--- config.mk ---
export PLATFORM = sky130hd
export DESIGN_NAME = array_linked_list_with_free_pool_core
export DESIGN_NICKNAME = d
export VERILOG_FILES = /design/src/hdl/allfp_pkg.sv /design/src/hdl/allfp_ram.sv /design/src/hdl/array_linked_list_with_free_pool_core.sv
export VERILOG_INCLUDE_DIRS = /design/src /design/src/hdl
export SDC_FILE = /design/constraint.sdc
export NUM_CORES = 1
export LEC_CHECK = 0
export ABC_CLOCK_PERIOD_IN_PS = 7300
export BUFFER_PORTS_ARGS = -buffer_cell sky130_fd_sc_hd__buf_2
export CAP_MARGIN = 20
export CORE_AREA = 2 2 294 296
export CTS_CLUSTER_DIAMETER = 40
export DETAILED_ROUTE_END_ITERATION = 6
export DIE_AREA = 0 0 296 298
export PLACE_DENSITY = 0.54
export REMOVE_ABC_BUFFERS = 1
export SKIP_LAST_GASP = 1
export SLEW_MARGIN = 20
export SYNTH_ARGS = -nofsm -noshare
export SYNTH_HDL_FRONTEND = slang
export SYNTH_SLANG_ARGS = --single-unit
--- constraint.sdc ---
create_clock -name clk -period 7.3 [get_ports clk]
set_input_delay 0.365 -clock clk [delete_from_list [all_inputs] [get_ports clk]]
set_output_delay 0.365 -clock clk [all_outputs]
set_load 0.02 [all_outputs]
--- src/hdl/array_linked_list_with_free_pool_core_defines.svh ---
// assertion helpers shared by the linked list block
`ifndef ARRAY_LINKED_LIST_WITH_FREE_POOL_CORE_DEFINES_SVH
`define ARRAY_LINKED_LIST_WITH_FREE_POOL_CORE_DEFINES_SVH

// same-cycle implication, checked outside reset
`define ALLFP_ASSERT_NOW(lbl, clk_s, rst_s, ante, cons, msg) \
    lbl: assert property (@(posedge clk_s) disable iff (!rst_s) (ante) |-> (cons)) \
        else $error(msg);

// next-cycle implication, checked outside reset
`define ALLFP_ASSERT_NEXT(lbl, clk_s, rst_s, ante, cons, msg) \
    lbl: assert property (@(posedge clk_s) disable iff (!rst_s) (ante) |=> (cons)) \
        else $error(msg);

`endif

--- src/hdl/allfp_pkg.sv ---
// ---------------------------------------------------------------------------
// allfp_pkg
// Sizes, operation and status codes and helpers of the linked list block.
// ---------------------------------------------------------------------------
`timescale 1ns / 1ps
`default_nettype none

package allfp_pkg;

    localparam int NODES      = 16;
    localparam int DATA_WIDTH = 32;

    localparam int NODE_W = $clog2(NODES);
    localparam int LINK_W = $clog2(NODES + 1);

    // fixed widths of the port fields
    localparam int OP_W       = 2;
    localparam int TARGET_W   = 4;
    localparam int ITEM_W     = 32;
    localparam int STATUS_W   = 2;
    localparam int NODE_IDX_W = 4;
    localparam int NEXT_W     = 5;
    localparam int HEAD_W     = 5;

    localparam logic [LINK_W-1:0] NIL_LINK = LINK_W'(NODES);

    localparam logic [OP_W-1:0] OP_INSERT = 2'd0;
    localparam logic [OP_W-1:0] OP_DELETE = 2'd1;
    localparam logic [OP_W-1:0] OP_READ   = 2'd2;

    localparam logic [STATUS_W-1:0] ST_OK         = 2'd0;
    localparam logic [STATUS_W-1:0] ST_POOL_FULL  = 2'd1;
    localparam logic [STATUS_W-1:0] ST_LIST_EMPTY = 2'd2;
    localparam logic [STATUS_W-1:0] ST_NO_SUCC    = 2'd3;

    function automatic logic link_ok(input logic [LINK_W-1:0] l);
        return l < NIL_LINK;
    endfunction

    function automatic logic target_ok(input logic [TARGET_W-1:0] t);
        return 32'(t) < 32'(NODES);
    endfunction

endpackage

`default_nettype wire

--- src/hdl/allfp_ram.sv ---
// ---------------------------------------------------------------------------
// allfp_ram
// Simple dual-port RAM: one write port, one read port with registered data.
// ---------------------------------------------------------------------------
`timescale 1ns / 1ps
`default_nettype none

module allfp_ram #(
    parameter int WIDTH = 8,
    parameter int DEPTH = 16
) (
    input  wire logic                     clk,
    input  wire logic                     we,
    input  wire logic [$clog2(DEPTH)-1:0] waddr,
    input  wire logic [WIDTH-1:0]         wdata,
    input  wire logic                     re,
    input  wire logic [$clog2(DEPTH)-1:0] raddr,
    output logic      [WIDTH-1:0]         rdata
);

    logic [WIDTH-1:0] mem [DEPTH];

    always_ff @(posedge clk)
    begin
        if (we)
        begin
            mem[waddr] <= wdata;
        end
        if (re)
        begin
            rdata <= mem[raddr];
        end
    end

endmodule

`default_nettype wire

--- src/hdl/array_linked_list_with_free_pool_core.sv ---
// ---------------------------------------------------------------------------
// array_linked_list_with_free_pool_core
// Singly linked list kept in a node store, with a chain of free nodes.
// ---------------------------------------------------------------------------
// Use: one command beat on the input channel (operation, has_predecessor,
// target_node, item_data) gives exactly one result beat on the output
// channel. A beat moves when valid is high and stall is low.
// Insert takes the first free node and links it at the head or after
// target_node; delete unlinks the head or the successor of target_node and
// returns the node to the free chain; read returns a node's payload and link.
// Commands are handled one at a time. States from accept to S_DONE, which
// loads the result register: read S_FIRST; refused at accept or unused code
// none; delete after a node with no successor S_FIRST; insert or delete at
// the head S_FIRST, S_WRITE1, S_WRITE2, after a predecessor S_SECOND between
// S_FIRST and S_WRITE1; the next command is taken in S_IDLE. The single read
// and write port of the link memory sets this: each link access is a state.
// A finished result sits in the output register while the next command is
// accepted; if the receiver stalls, a second result waits inside until the
// register frees, and no command is taken in the meantime.
// Reset empties the list and chains all nodes as free, at once: per-node
// valid bits stand in for the initial memory contents, so no clearing pass.
// ---------------------------------------------------------------------------
`timescale 1ns / 1ps
`default_nettype none

`include "array_linked_list_with_free_pool_core_defines.svh"

module array_linked_list_with_free_pool_core (
    input  wire logic                                clk,
    input  wire logic                                rst_n,
    input  wire logic                                in_valid,
    output logic                                     in_stall,
    input  wire logic [allfp_pkg::OP_W-1:0]          operation,
    input  wire logic                                has_predecessor,
    input  wire logic [allfp_pkg::TARGET_W-1:0]      target_node,
    input  wire logic [allfp_pkg::ITEM_W-1:0]        item_data,
    output logic                                     out_valid,
    input  wire logic                                out_stall,
    output logic      [allfp_pkg::STATUS_W-1:0]      status,
    output logic      [allfp_pkg::NODE_IDX_W-1:0]    node_index,
    output logic      [allfp_pkg::ITEM_W-1:0]        data_out,
    output logic      [allfp_pkg::NEXT_W-1:0]        next_index,
    output logic      [allfp_pkg::HEAD_W-1:0]        head_index,
    output logic                                     pool_full
);

    typedef enum logic [2:0] {
        S_IDLE,
        S_FIRST,
        S_SECOND,
        S_WRITE1,
        S_WRITE2,
        S_DONE
    } state_t;

    state_t state_reg;

    logic [allfp_pkg::OP_W-1:0]       op_reg;
    logic                             pred_reg;
    logic [allfp_pkg::NODE_W-1:0]     tgt_reg;
    logic [allfp_pkg::DATA_WIDTH-1:0] item_reg;
    logic [allfp_pkg::NODE_W-1:0]     node_reg;
    logic [allfp_pkg::LINK_W-1:0]     link_reg;
    logic [allfp_pkg::LINK_W-1:0]     nf_reg;
    logic [allfp_pkg::DATA_WIDTH-1:0] data_reg;
    logic [allfp_pkg::STATUS_W-1:0]   status_reg;
    logic [allfp_pkg::LINK_W-1:0]     list_head_reg;
    logic [allfp_pkg::LINK_W-1:0]     free_head_reg;

    logic [allfp_pkg::NODES-1:0]      lk_vld_reg;
    logic [allfp_pkg::NODES-1:0]      pay_vld_reg;
    logic                             lk_rvld_reg;
    logic                             pay_rvld_reg;
    logic [allfp_pkg::NODE_W-1:0]     rd_addr_reg;

    logic                             out_valid_reg;
    logic [allfp_pkg::STATUS_W-1:0]   out_status_reg;
    logic [allfp_pkg::NODE_IDX_W-1:0] out_node_reg;
    logic [allfp_pkg::ITEM_W-1:0]     out_data_reg;
    logic [allfp_pkg::NEXT_W-1:0]     out_next_reg;
    logic [allfp_pkg::HEAD_W-1:0]     out_head_reg;
    logic                             out_full_reg;

    logic                             accept;
    logic                             out_free;
    logic                             rd_en;
    logic [allfp_pkg::NODE_W-1:0]     rd_addr;
    logic                             lk_we;
    logic [allfp_pkg::NODE_W-1:0]     lk_waddr;
    logic [allfp_pkg::LINK_W-1:0]     lk_wdata;
    logic                             pay_we;
    logic [allfp_pkg::LINK_W-1:0]     lk_q;
    logic [allfp_pkg::DATA_WIDTH-1:0] pay_q;
    logic [allfp_pkg::LINK_W-1:0]     lk_rd;
    logic [allfp_pkg::DATA_WIDTH-1:0] pay_rd;

    assign in_stall = (state_reg != S_IDLE);
    assign accept   = in_valid && !in_stall;
    assign out_free = !out_valid_reg || !out_stall;

    // entries never written read as their reset contents
    assign lk_rd  = lk_rvld_reg ? lk_q
                  : allfp_pkg::LINK_W'(rd_addr_reg) + allfp_pkg::LINK_W'(1);
    assign pay_rd = pay_rvld_reg ? pay_q : '1;

    allfp_ram #(
        .WIDTH (allfp_pkg::LINK_W),
        .DEPTH (allfp_pkg::NODES)
    ) u_link_ram (
        .clk   (clk),
        .we    (lk_we),
        .waddr (lk_waddr),
        .wdata (lk_wdata),
        .re    (rd_en),
        .raddr (rd_addr),
        .rdata (lk_q)
    );

    allfp_ram #(
        .WIDTH (allfp_pkg::DATA_WIDTH),
        .DEPTH (allfp_pkg::NODES)
    ) u_payload_ram (
        .clk   (clk),
        .we    (pay_we),
        .waddr (node_reg),
        .wdata (item_reg),
        .re    (rd_en),
        .raddr (rd_addr),
        .rdata (pay_q)
    );

    // memory port control
    always_comb
    begin
        rd_en    = 1'b0;
        rd_addr  = '0;
        lk_we    = 1'b0;
        lk_waddr = '0;
        lk_wdata = '0;
        pay_we   = 1'b0;
        unique case (state_reg)
            S_IDLE:
            begin
                rd_en = accept;
                if (operation == allfp_pkg::OP_INSERT)
                begin
                    rd_addr = allfp_pkg::NODE_W'(free_head_reg);
                end
                else if (operation == allfp_pkg::OP_DELETE && !has_predecessor)
                begin
                    rd_addr = allfp_pkg::NODE_W'(list_head_reg);
                end
                else
                begin
                    rd_addr = allfp_pkg::NODE_W'(target_node);
                end
            end
            S_FIRST:
            begin
                if (op_reg == allfp_pkg::OP_INSERT && pred_reg)
                begin
                    rd_en   = 1'b1;
                    rd_addr = tgt_reg;
                end
                else if (op_reg == allfp_pkg::OP_DELETE && pred_reg
                         && allfp_pkg::link_ok(lk_rd))
                begin
                    // fetch the victim behind the predecessor
                    rd_en   = 1'b1;
                    rd_addr = allfp_pkg::NODE_W'(lk_rd);
                end
            end
            S_SECOND:
            begin
            end
            S_WRITE1:
            begin
                if (pred_reg)
                begin
                    lk_we    = 1'b1;
                    lk_waddr = tgt_reg;
                    lk_wdata = (op_reg == allfp_pkg::OP_INSERT)
                             ? allfp_pkg::LINK_W'(node_reg) : link_reg;
                end
                pay_we = (op_reg == allfp_pkg::OP_INSERT);
            end
            S_WRITE2:
            begin
                lk_we    = 1'b1;
                lk_waddr = node_reg;
                lk_wdata = (op_reg == allfp_pkg::OP_INSERT) ? link_reg : free_head_reg;
            end
            S_DONE:
            begin
            end
        endcase
    end

    always_ff @(posedge clk or negedge rst_n)
    begin
        if (!rst_n)
        begin
            state_reg      <= S_IDLE;
            op_reg         <= '0;
            pred_reg       <= 1'b0;
            tgt_reg        <= '0;
            item_reg       <= '0;
            node_reg       <= '0;
            link_reg       <= '0;
            nf_reg         <= '0;
            data_reg       <= '0;
            status_reg     <= allfp_pkg::ST_OK;
            list_head_reg  <= allfp_pkg::NIL_LINK;
            free_head_reg  <= '0;
            lk_vld_reg     <= '0;
            pay_vld_reg    <= '0;
            lk_rvld_reg    <= 1'b0;
            pay_rvld_reg   <= 1'b0;
            rd_addr_reg    <= '0;
            out_valid_reg  <= 1'b0;
            out_status_reg <= allfp_pkg::ST_OK;
            out_node_reg   <= '0;
            out_data_reg   <= '0;
            out_next_reg   <= '0;
            out_head_reg   <= '0;
            out_full_reg   <= 1'b0;
        end
        else
        begin
            if (rd_en)
            begin
                lk_rvld_reg  <= lk_vld_reg[rd_addr];
                pay_rvld_reg <= pay_vld_reg[rd_addr];
                rd_addr_reg  <= rd_addr;
            end
            if (lk_we)
            begin
                lk_vld_reg[lk_waddr] <= 1'b1;
            end
            if (pay_we)
            begin
                pay_vld_reg[node_reg] <= 1'b1;
            end

            // the done state loads the register itself
            if (!out_stall && state_reg != S_DONE)
            begin
                out_valid_reg <= 1'b0;
            end

            unique case (state_reg)
                S_IDLE:
                begin
                    if (accept)
                    begin
                        op_reg     <= operation;
                        pred_reg   <= has_predecessor;
                        tgt_reg    <= allfp_pkg::NODE_W'(target_node);
                        item_reg   <= allfp_pkg::DATA_WIDTH'(item_data);
                        node_reg   <= '0;
                        link_reg   <= '0;
                        data_reg   <= '0;
                        status_reg <= allfp_pkg::ST_OK;
                        state_reg  <= S_DONE;
                        unique case (operation)
                            allfp_pkg::OP_INSERT:
                            begin
                                if (!allfp_pkg::link_ok(free_head_reg))
                                begin
                                    status_reg <= allfp_pkg::ST_POOL_FULL;
                                end
                                else if (has_predecessor && !allfp_pkg::target_ok(target_node))
                                begin
                                    status_reg <= allfp_pkg::ST_NO_SUCC;
                                end
                                else
                                begin
                                    node_reg  <= allfp_pkg::NODE_W'(free_head_reg);
                                    state_reg <= S_FIRST;
                                end
                            end
                            allfp_pkg::OP_DELETE:
                            begin
                                if (!allfp_pkg::link_ok(list_head_reg))
                                begin
                                    status_reg <= allfp_pkg::ST_LIST_EMPTY;
                                end
                                else if (has_predecessor && !allfp_pkg::target_ok(target_node))
                                begin
                                    status_reg <= allfp_pkg::ST_NO_SUCC;
                                end
                                else
                                begin
                                    if (!has_predecessor)
                                    begin
                                        node_reg <= allfp_pkg::NODE_W'(list_head_reg);
                                    end
                                    state_reg <= S_FIRST;
                                end
                            end
                            allfp_pkg::OP_READ:
                            begin
                                if (!allfp_pkg::target_ok(target_node))
                                begin
                                    status_reg <= allfp_pkg::ST_NO_SUCC;
                                end
                                else
                                begin
                                    node_reg  <= allfp_pkg::NODE_W'(target_node);
                                    state_reg <= S_FIRST;
                                end
                            end
                            default:
                            begin
                                // unused code: plain ok result, nothing changes
                            end
                        endcase
                    end
                end
                S_FIRST:
                begin
                    unique case (op_reg)
                        allfp_pkg::OP_INSERT:
                        begin
                            nf_reg <= lk_rd;
                            if (pred_reg)
                            begin
                                state_reg <= S_SECOND;
                            end
                            else
                            begin
                                link_reg  <= list_head_reg;
                                state_reg <= S_WRITE1;
                            end
                        end
                        allfp_pkg::OP_DELETE:
                        begin
                            if (!pred_reg)
                            begin
                                link_reg  <= lk_rd;
                                data_reg  <= pay_rd;
                                state_reg <= S_WRITE1;
                            end
                            else if (!allfp_pkg::link_ok(lk_rd))
                            begin
                                status_reg <= allfp_pkg::ST_NO_SUCC;
                                state_reg  <= S_DONE;
                            end
                            else
                            begin
                                node_reg  <= allfp_pkg::NODE_W'(lk_rd);
                                state_reg <= S_SECOND;
                            end
                        end
                        default:
                        begin
                            link_reg  <= lk_rd;
                            data_reg  <= pay_rd;
                            state_reg <= S_DONE;
                        end
                    endcase
                end
                S_SECOND:
                begin
                    link_reg <= lk_rd;
                    if (op_reg == allfp_pkg::OP_DELETE)
                    begin
                        data_reg <= pay_rd;
                    end
                    state_reg <= S_WRITE1;
                end
                S_WRITE1:
                begin
                    if (op_reg == allfp_pkg::OP_DELETE)
                    begin
                        // freed node reads back as the empty marker
                        pay_vld_reg[node_reg] <= 1'b0;
                    end
                    state_reg <= S_WRITE2;
                end
                S_WRITE2:
                begin
                    if (op_reg == allfp_pkg::OP_INSERT)
                    begin
                        free_head_reg <= nf_reg;
                        if (!pred_reg)
                        begin
                            list_head_reg <= allfp_pkg::LINK_W'(node_reg);
                        end
                    end
                    else
                    begin
                        free_head_reg <= allfp_pkg::LINK_W'(node_reg);
                        if (!pred_reg)
                        begin
                            list_head_reg <= link_reg;
                        end
                    end
                    state_reg <= S_DONE;
                end
                S_DONE:
                begin
                    if (out_free)
                    begin
                        out_valid_reg  <= 1'b1;
                        out_status_reg <= status_reg;
                        out_node_reg   <= (status_reg == allfp_pkg::ST_OK)
                                        ? allfp_pkg::NODE_IDX_W'(node_reg) : '0;
                        out_data_reg   <= allfp_pkg::ITEM_W'(data_reg);
                        out_next_reg   <= allfp_pkg::NEXT_W'(link_reg);
                        out_head_reg   <= allfp_pkg::HEAD_W'(list_head_reg);
                        out_full_reg   <= !allfp_pkg::link_ok(free_head_reg);
                        state_reg      <= S_IDLE;
                    end
                end
            endcase
        end
    end

    assign out_valid  = out_valid_reg;
    assign status     = out_status_reg;
    assign node_index = out_node_reg;
    assign data_out   = out_data_reg;
    assign next_index = out_next_reg;
    assign head_index = out_head_reg;
    assign pool_full  = out_full_reg;

    `ALLFP_ASSERT_NEXT(a_accept_leaves_idle, clk, rst_n, accept, state_reg != S_IDLE,
        "accepted beat did not start a command")
    `ALLFP_ASSERT_NOW(a_link_write_state, clk, rst_n, lk_we,
        state_reg == S_WRITE1 || state_reg == S_WRITE2, "link write outside write states")
    `ALLFP_ASSERT_NOW(a_result_from_done, clk, rst_n, $rose(out_valid_reg),
        $past(state_reg) == S_DONE, "result loaded outside the done state")
    `ALLFP_ASSERT_NOW(a_failed_result_clean, clk, rst_n,
        out_valid && status != allfp_pkg::ST_OK,
        node_index == '0 && next_index == '0 && data_out == '0,
        "failed command carries nonzero result fields")

endmodule

`default_nettype wire
==> results.txt <==
----------------------------------------------------
[Global route]
  GRT Resource Usage Total ... 22.58%
  Remaining global-route overflow ... 0
  Maximum number of pins on one net before global-route repair ... 153
  Global-route wire length before repair ... 148900 um
  Vias in the first global route ... 22720
  Initial antenna violation count ... 1

[Logic synthesis]
  Number of distinct library cells after synthesis ... 73
  Asr flop ratio synth ... 23.01%
  Post-synth top cells ... sky130_fd_sc_hd__edfxtp_1 (629), sky130_fd_sc_hd__nand2_1 (296), sky130_fd_sc_hd__dfrtp_1 (187)
  FF+latch count, synth ... 817
  Commonest register cell after synthesis ... sky130_fd_sc_hd__edfxtp_1
  Sequential element share of the synthesized area ... 70.00%
  Cell area after synthesis ... 33700 um^2
  Synth warn ... 0
  Top area cells in the synthesized netlist ... sky130_fd_sc_hd__edfxtp_1 (56%), sky130_fd_sc_hd__dfrtp_1 (14%), sky130_fd_sc_hd__nand2_1 (3.3%)
  Mean Syn Cell Area ... 13.17 um^2
  Fraction of post-synthesis cell area in the top cell type by area ... 56.04%
  Most frequently used cell type in the post-synthesis netlist ... sky130_fd_sc_hd__edfxtp_1
  Number of enable flip-flop cells after synthesis ... 629
  Cell taking the most area after synthesis ... sky130_fd_sc_hd__edfxtp_1
  Cells after Synth ... 2560

[Floorplanning]
  Num ports ... 94
  Die footprint ... 88210 um^2
  Cell Rows ... 107
  Initial standard-cell utilization of the core ... 39.71%
  Height of the die ... 298 um
  Core ar. ... 84880 um^2
  Horizontal die dimension ... 296 um

[Worst setup path]
  Kind of critical path ... flop to flop
  Kind of start point of the critical path ... flop
  Worst r2r src ... state_reg[0]$_DFFE_PN0P_
  CP bufs+invs ... 1
  Capturing point of the worst reg2reg path ... u_payload_ram.rdata[4]$_DFFE_PP_
  Library cell contributing the largest single delay on the critical path ... sky130_fd_sc_hd__buf_4
  Kind of capture point of the worst setup path ... flop
  Req. time, crit path ... 7.81 ns
  Longest individual stage delay on the worst path ... 0.84 ns
  Critical Path, Cell by Cell ... nor3_4 > o311ai_1 > o21a_4 > nand2_4 > buf_4 > nor3_1 > or4_1 > a32oi_1
  Path length in cells of the critical path ... 8
  Largest fanout of any net on the critical path ... 63
  R2r setup slk ... 3.00 ns
  Data arrival, critical path ... 4.81 ns
  Depth of the worst register-to-register path ... 8
  Cell type group with the largest total delay on the critical path ... simple AND/OR/NAND/NOR gates

[Power]
  Internal power of the cells ... 11030 uW
  Share of power burned in combinational logic ... 24.3%
  Portion of total power attributed to the clock network ... 35.2%
  Overall Power ... 16700 uW
  Peak supply drop ... 0.2893 mV
  Net switching power figure ... 5672 uW
  Switching share of total power ... 33.97%
  Register share of total power ... 40.5%
  Leak Pwr ... 0.01441 uW
  Pwr dens ... 417.6 nW/um^2

[Timing]
  Final setup violation count ... 0
  Post-layout min period ... 4.298 ns
  Final Worst Setup Slack ... 3.002 ns
  Maximum clock rate ... 232.7 MHz
  Final Skew ... 0.03121 ns
  Total Negative Setup Slacks ... 0 ns
  Setup repair after global routing missed its margin ... false
  Relative slew slack ... 32.46%
  Hold Fails Final Rpt ... 0
  Final period utilization ... 58.87%
  Final Max Tran Viols ... 0
  Slew at the pin with the worst max-slew slack ... 1.013 ns

[Min path]
  Type of the worst min-delay path ... primary input to flop
  Worst hold start ... target_node[2]
  Instance count along the most critical hold path ... 3
  Hold worst-path end ... tgt_reg[2]$_DFFE_PN0P_

[Layout]
  Max FFs per register ... 512
  Number of nets in the layout ... 2708
  Ant diodes ... 0
  Share of post-route cells with drive strength above 1 ... 16.91%
  Final cell count without fillers ... 3912
  Signed area change from the synthesized netlist to the final layout ... 18.66%
  Top flop regs ... u_payload_ram.mem x512, u_link_ram.mem x80
  Largest register by flop count ... u_payload_ram.mem

[Placed design]
  Port buffer count ... 93
  Pre-CTS setup slack ... 3.078 ns
  Placed wire-length estimate ... 51380 um
  GPL Wtd Cong ... 0.8687
  Placed cells ... 3649

[Detailed routing]
  Post-Route WL ... 100100 um
  Via density per instance ... 5.842
  Total number of vias ... 22850
  Count of TritonRoute iterations in the first routing pass ... 5
  Initial detailed-routing violation count ... 2230
  Average wire per standard cell ... 25.58 um
  Antenna Nets Post-Route ... 0
  Number of remaining DRC errors ... 0

[Clocking]
  TritonCTS clock tree ... built
  Clock Tree Root ... sky130_fd_sc_hd__clkbuf_16
  Clock latency reported for the late side of the worst-skew pair ... 0.69 ns
  Buffer levels on the longest clock path ... 3
  Count of buffers added by post-CTS timing repair for setup ... 0
  Clock sink count ... 817
  Number of CTS-inserted buffers ... 118
  H-tree Lvls ... 3
  Register clock-pin slew on the reported worst setup and hold paths ... 0.05 ns

[Flow run]
  Maximum Capacitance Violations ... 0

[Status]
  Outcome ... completed

----------------------------------------------------
what timing repair did:
action                                 4_1_cts  5_1_grt
gates resized for setup                      0        0
hold buffers                                38        0
endpoints found under the hold margin      122        0
area by class of cell:
class | count | area (um^2)
fillers | 7578 | 44890
clock buffers | 148 | 3282
flip-flops and latches | 817 | 23600
clock inverters | 77 | 907.1
inverters | 54 | 203.9
multi-input cells | 1487 | 9286
repair buffers | 185 | 1286
well taps | 1144 | 1431
worst reg2reg max path, stage by stage, from the launching register on:
cell and delay [ns]:
sky130_fd_sc_hd__dfrtp_1 0.55, sky130_fd_sc_hd__nor3_4 0.46, sky130_fd_sc_hd__o311ai_1 0.33, sky130_fd_sc_hd__o21a_4 0.43, sky130_fd_sc_hd__nand2_4 0.61, sky130_fd_sc_hd__buf_4 0.84
sky130_fd_sc_hd__nor3_1 0.14, sky130_fd_sc_hd__or4_1 0.55, sky130_fd_sc_hd__a32oi_1 0.22
how the worst max path moves through the flow:
stage                                   startpoint                                end
final                     state_reg[0]$_DFFE_PN0P_   u_payload_ram.rdata[4]$_DFFE_PP_
after global routing      state_reg[0]$_DFFE_PN0P_   u_payload_ram.rdata[7]$_DFFE_PP_
after CTS                 state_reg[2]$_DFFE_PN0P_  u_payload_ram.rdata[17]$_DFFE_PP_
after detailed placement  state_reg[2]$_DFFE_PN0P_  u_payload_ram.rdata[30]$_DFFE_PP_
after global placement    state_reg[0]$_DFFE_PN0P_  u_payload_ram.rdata[13]$_DFFE_PP_
after floorplan           state_reg[2]$_DFFE_PN0P_            lk_rvld_reg$_DFFE_PN0P_
cell families (layout without fill, tap and decap cells):
group | count (synthesis) | after routing | share of synthesized area, %
flip-flops | 817 | 817 | 70.00
AND/OR/NAND/NOR | 753 | 753 | 10.79
AO/OA/AOI/OAI | 667 | 667 | 13.72
buffers and inverters | 256 | 464 | 3.285
multiplexers | 63 | 63 | 2.068
adder cells (fa/ha/maj) | 2 | 2 | 0.07424
XOR/XNOR | 2 | 2 | 0.05198
placed cells by master (no fill, tap or decap), drive strengths merged, types with 53 or more instances in the layout:
cell and instances:
and3 76, dfrtp 187, clkbuf 148, nor2 87, buf 147, a211oi 77, edfxtp 629, o21ai 185
nor3 120, a21oi 68, nand2 296, inv 68, mux2 53, a211o 80
per-stage QoR:
step / utilization (%) / area, um^2 / hold WS, ns
2_1_floorplan: - / 32800 / 0.06941
3_3_place_gp: 41.73 / 35420 / 0.4156
3_5_place_dp: 41.73 / 35420 / 0.4294
4_1_cts: 47.11 / 39990 / 0.02473
5_1_grt: 47.12 / 39990 / 0.08633
6_report: 47.12 / 39990 / 0.04606
routing by layer:
metal / global-route usage (%) / vias up / wire length [um] / part of all wire [%]
met3: 3.282 / 176 / 7090 / 7.1
met2: 35.77 / 962 / 46760 / 47
li1: - / 10040 / - / -
met1: 32.23 / 11670 / 43650 / 44
met5: 0 / - / 0 / 0
met4: 6.782 / 0 / 2569 / 2.6
power groups by stage:
stage | registers (uW) | clock network [uW] | logic, uW
2_1_floorplan | 6690 | 0 | 2400
3_3_place_gp | 6830 | 0 | 3960
3_5_place_dp | 6870 | 0 | 4030
4_1_cts | 6780 | 5950 | 4060
5_1_grt | 6890 | 6160 | 4410
6_report | 6770 | 5870 | 4060
No activity file was read; power rests on OpenSTA's default activity.
